--- src/hw/rtl/ray_box_intersect_core_defines.svh ---
// Assertion macros for the ray versus box intersection core.
`ifndef RAY_BOX_INTERSECT_CORE_DEFINES_SVH
`define RAY_BOX_INTERSECT_CORE_DEFINES_SVH
`ifndef NO_ASSERTIONS
`define RBI_ASSERT_IMPLY(lbl, ante, cons) \
	lbl: assert property (@(posedge clk) disable iff (!arst_n) (ante) |-> (cons)) \
		else $error("rbi assertion failed");
`define RBI_ASSERT_NEXT(lbl, ante, cons) \
	lbl: assert property (@(posedge clk) disable iff (!arst_n) (ante) |=> (cons)) \
		else $error("rbi assertion failed");
`else
`define RBI_ASSERT_IMPLY(lbl, ante, cons)
`define RBI_ASSERT_NEXT(lbl, ante, cons)
`endif
`endif

--- src/hw/rtl/rbi_pkg.sv ---
// Types shared by the stages of the ray versus box intersection core.
package rbi_pkg;
	typedef struct packed {
		logic signed [31:0] o;
		logic signed [31:0] d;
		logic signed [33:0] lo;
		logic signed [33:0] hi;
	} edge_t;

	typedef struct packed {
		logic signed [31:0] d;
		logic signed [34:0] dlo;
		logic signed [34:0] dhi;
		logic [31:0]        tn;
		logic [31:0]        td;
		logic               cand;
	} axis_t;
endpackage

--- src/hw/rtl/rbi_prep.sv ---
// Box edges, slab classes, plane distances and candidate flags per axis.
module rbi_prep import rbi_pkg::*; #(
	parameter int AXES = 3
) (
	input  logic                     clk,
	input  logic                     arst_n,
	input  logic                     en,
	input  logic                     vin,
	input  logic signed [31:0]       o_in [AXES],
	input  logic signed [31:0]       d_in [AXES],
	input  logic signed [31:0]       c_in [AXES],
	input  logic [30:0]              h_in [AXES],
	output logic                     vout,
	output logic                     inside_s2,
	output axis_t                    ax_s2 [AXES]
);
	edge_t              e_s1 [AXES];
	logic               v_s1;
	logic               v_s2;
	axis_t              ax_c [AXES];
	logic [AXES-1:0]    in_c;

	always_ff @(posedge clk or negedge arst_n) begin
		if (!arst_n) begin
			v_s1 <= 1'b0;
			v_s2 <= 1'b0;
		end else if (en) begin
			v_s1 <= vin;
			v_s2 <= v_s1;
		end
	end

	always_ff @(posedge clk) begin
		if (en) begin
			for (int i = 0; i < AXES; i++) begin
				e_s1[i].o  <= o_in[i];
				e_s1[i].d  <= d_in[i];
				e_s1[i].lo <= {{2{c_in[i][31]}}, c_in[i]} - {3'b000, h_in[i]};
				e_s1[i].hi <= {{2{c_in[i][31]}}, c_in[i]} + {3'b000, h_in[i]};
			end
			ax_s2     <= ax_c;
			inside_s2 <= &in_c;
		end
	end

	always_comb begin
		logic signed [33:0] ow;
		logic signed [34:0] n;
		logic signed [34:0] nm;
		logic signed [32:0] dm;
		logic below;
		logic above;
		for (int i = 0; i < AXES; i++) begin
			ow    = {{2{e_s1[i].o[31]}}, e_s1[i].o};
			below = ow < e_s1[i].lo;
			above = ow > e_s1[i].hi;
			ax_c[i].dlo = {e_s1[i].lo[33], e_s1[i].lo} - {{3{e_s1[i].o[31]}}, e_s1[i].o};
			ax_c[i].dhi = {e_s1[i].hi[33], e_s1[i].hi} - {{3{e_s1[i].o[31]}}, e_s1[i].o};
			n  = below ? ax_c[i].dlo : (above ? ax_c[i].dhi : 35'sd0);
			nm = n[34] ? -n : n;
			dm = e_s1[i].d[31] ? -{e_s1[i].d[31], e_s1[i].d} : {e_s1[i].d[31], e_s1[i].d};
			ax_c[i].d    = e_s1[i].d;
			ax_c[i].tn   = nm[31:0];
			ax_c[i].td   = dm[31:0];
			ax_c[i].cand = (below || above) && (e_s1[i].d != 32'sd0)
				&& (below == !e_s1[i].d[31]);
			in_c[i] = !(below || above);
		end
	end

	assign vout = v_s2;
endmodule

--- config.mk ---
export PLATFORM = sky130hd
export DESIGN_NAME = rbi_prep
export DESIGN_NICKNAME = d
export VERILOG_FILES = /design/src/hw/rtl/ray_box_intersect_core_defines.svh /design/src/hw/rtl/rbi_pkg.sv /design/src/hw/rtl/rbi_prep.sv
export SDC_FILE = /design/constraint.sdc
export NUM_CORES = 2
export LEC_CHECK = 0
export ABC_AREA = 1
export BUFFER_PORTS_ARGS = -buffer_cell sky130_fd_sc_hd__buf_2
export CAP_MARGIN = 20
export CELL_PAD_IN_SITES_DETAIL_PLACEMENT = 1
export CELL_PAD_IN_SITES_GLOBAL_PLACEMENT = 2
export CORE_AREA = 5 5 404 406
export CTS_CLUSTER_DIAMETER = 150
export DETAILED_ROUTE_END_ITERATION = 12
export DIE_AREA = 0 0 409 411
export PLACE_DENSITY = 0.95
export SETUP_SLACK_MARGIN = 0.1
export SLEW_MARGIN = 10
export SYNTH_ARGS = -nofsm -noshare
export SYNTH_HDL_FRONTEND = slang
export SYNTH_SLANG_ARGS = --single-unit
export TNS_END_PERCENT = 1
--- constraint.sdc ---
create_clock -name clk -period 10 [get_ports clk]
set_input_delay 0 -clock clk [delete_from_list [all_inputs] [get_ports clk]]
set_output_delay 0 -clock clk [all_outputs]
set_load 0.01 [all_outputs]
==> out/metrics.csv <==
metric,value,unit
Critical Path RT,10.54,ns
maxcap violations,0,
CP most frequent cell,nand2_1,
initial antenna violation count,32,
critical path's top delay family,simple AND/OR/NAND/NOR gates,
Startpoint Class,flip-flop,
"EDFF count, synth",883,
Initial Util,0.367,
"flops & latches, synth",885,
post-route ant nets,0,
Post-synth ARST share,0.00226,
Total Die Area,0.168,sq mm
most frequent cells in the layout,"1738 x nand2_1, 1181 x inv_1, 886 x buf_2",
NumNets Final,9346,
Crit. End Element,flip-flop,
grt total ovfl,0,
max_slew headroom,0.196,
Final Util,0.471,
Boundary Pins,888,
Clock Skew,0.0835,ns
PortBufs,887,
Post-Synthesis Cells,7018,
top_reg_cell synth,edfxtp_1,
Post-Syn Area per Cell,8.34,sq um
Worst Hold Class,in2reg,
GP Congestion,1.00,
Tcrit/Tclk final,0.501,
RSZ-0062 raised after global routing,no,
TritonCTS Sinks,885,
syn_nets,7804,
vias in the first global route,60500,
H-tree levels,3,
drt initial violations,4474,
routed wire length,266,mm
CP max FO,26,
Skew-Pair Late Insertion Delay,0.80,ns
vias,56200,
hold-fix buffers at CTS,652,
post-layout minimum cycle time,5.01,ns
post-CTS setup buffers,0,
Clock transition at path regs,0.07,ns
CORE AREA,0.159,sq mm
first-pass GRT wire length,387,mm
CTS Buf Count,102,
"Slew Viols, Final",0,
Final setup viols,0,
row cnt,147,
FMAX,0.200,GHz
fraction of layout cells with a size suffix above 1,0.145,
Die Wd,409,um
setup TNS,0,ns
Netlist Area Pre-Place,0.0586,sq mm
Tightest Pin Transition,1.21,ns
Max rail drop VDD,164,uV
Area Growth Syn to Fin,28.2,%
Worst Path Buf+Inv,5,
sequential share of the synthesized area,0.454,
Resized cells post-CTS,0,
WP data arrival,5.55,ns
Final HPWL DP,204,mm
CP peak stage delay,0.43,ns
DRC viols,0,
DR vias/cell,5.23,
DRT Pass-1 Iters,7,
WS Path Type,reg2reg,
pwr dens,219,mW/mm^2
CTS Root Cell,clkbuf_16,
Chip Height,411,um
CP max stage cell,fa_1,
largest net degree at the start of global routing,158,
status,"complete, no violations",
"Distinct cells, synth",62,
clock buffer depth,3,
leakage,0.0355,uW
CTS tree,done,
synth warn,0,
GR Util All Layers,0.306,
final count of hold timing violations,0,
"commonest non-fill, non-tap cell in the layout",nand2_1,
WL per Instance,24.8,um
==> layout make-up <==
class	count	area (sq um)
timing repair buffer	1564	11200
sequential	885	26600
tap	2086	2610
inverter	1206	4530
clock buffer	118	2610
fill	19000	84400
antenna	15	37.5
clock inverter	71	692
multi-input combinational	4801	26800
==> layer usage <==
metal / vias to the layer above / wire length (um) / GRT usage
met3: 606 / 16900 / 0.0517
met1: 27600 / 106000 / 0.369
met2: 2149 / 129000 / 0.531
met4: 4 / 14500 / 0.147
li1: 25900 / - / -
met5: - / 27 / 0
==> worst reg2reg max path, delay by kind of cell, from the launching register on <==
family	cells	cell delay, ns
buffers and inverters	5	0.72
and+or+nand+nor	15	1.88
adders and majority gates	3	1.02
AOI/OAI and AO/OA	3	0.44
xor gates and xnor gates	2	0.36
DFF	1	0.38
==> synth_stat cells, drive strengths merged, types with 28 or more instances <==
cell / n / share of area
a21oi: 417 / 0.036
a31oi: 32 / 0.0034
buf: 48 / 0.0060
clkbuf: 78 / 0.0050
edfxtp: 883 / 0.45
ha: 389 / 0.083
inv: 1206 / 0.077
nand2: 1800 / 0.12
nand3: 338 / 0.030
nand3b: 28 / 0.0037
nand4: 69 / 0.0074
nor2: 757 / 0.052
nor3: 101 / 0.0090
o21ai: 224 / 0.020
o21bai: 51 / 0.0065
xnor2: 93 / 0.014
xor2: 340 / 0.051
==> path summary, 6_finish.rpt <==
path                                   start            to  slack (ns)  depth (start not counted)
worst max-delay path            e_s1[0][100]    ax_s2[382]        4.99                         28
min in group asynchronous             arst_n          v_s1        0.09                          3
worst min register to register   e_s1[0][88]    ax_s2[489]        0.50                          0
max in group asynchronous             arst_n          vout        9.76                          3
worst min-delay path                 o_in[7]  e_s1[2][107]        0.04                          2
worst max register to register  e_s1[0][100]    ax_s2[382]        4.99                         28
==> logic make-up (layout without fill, tap and decap cells) <==
| group | after synthesis | count (layout) | synth area share |
|---|---|---|---|
| flops | 885 | 885 | 0.454 |
| fa+ha+maj | 401 | 401 | 0.0872 |
| compound gates | 835 | 835 | 0.0807 |
| xor+xnor | 433 | 433 | 0.0648 |
| other cells | 0 | 15 | 0 |
| simple gates | 3132 | 3132 | 0.225 |
| buf+inv | 1332 | 2959 | 0.0884 |
==> state kept, by name, indices dropped and copies added, names as in the netlist <==
register,flops
v_s1,1
vout,1
ax_s2,495
inside_s2,1
e_s1,387
==> power breakdown <==
group | internal (uW) | switching, uW
registers | 5090 | 422
clock network | 2100 | 1760
logic | 2190 | 4860
total | 9380 | 7040
==> per-stage QoR <==
step | worst slack, ns | std cells | power [uW] | hold slack [ns] | area [sq um]
5_1_grt | 4.64 | 10700 | 17300 | 0.0316 | 75000
3_3_place_gp | 5.15 | 9890 | 12100 | -0.216 | 65200
4_1_cts | 5.01 | 10700 | 16300 | 0.0000891 | 75000
2_1_floorplan | 5.75 | 7018 | 9390 | -0.296 | 58600
6_report | 4.99 | 10700 | 16400 | 0.0429 | 75100
3_5_place_dp | 5.01 | 9890 | 12200 | -0.210 | 65200
No activity file was read; power rests on OpenSTA's default activity.
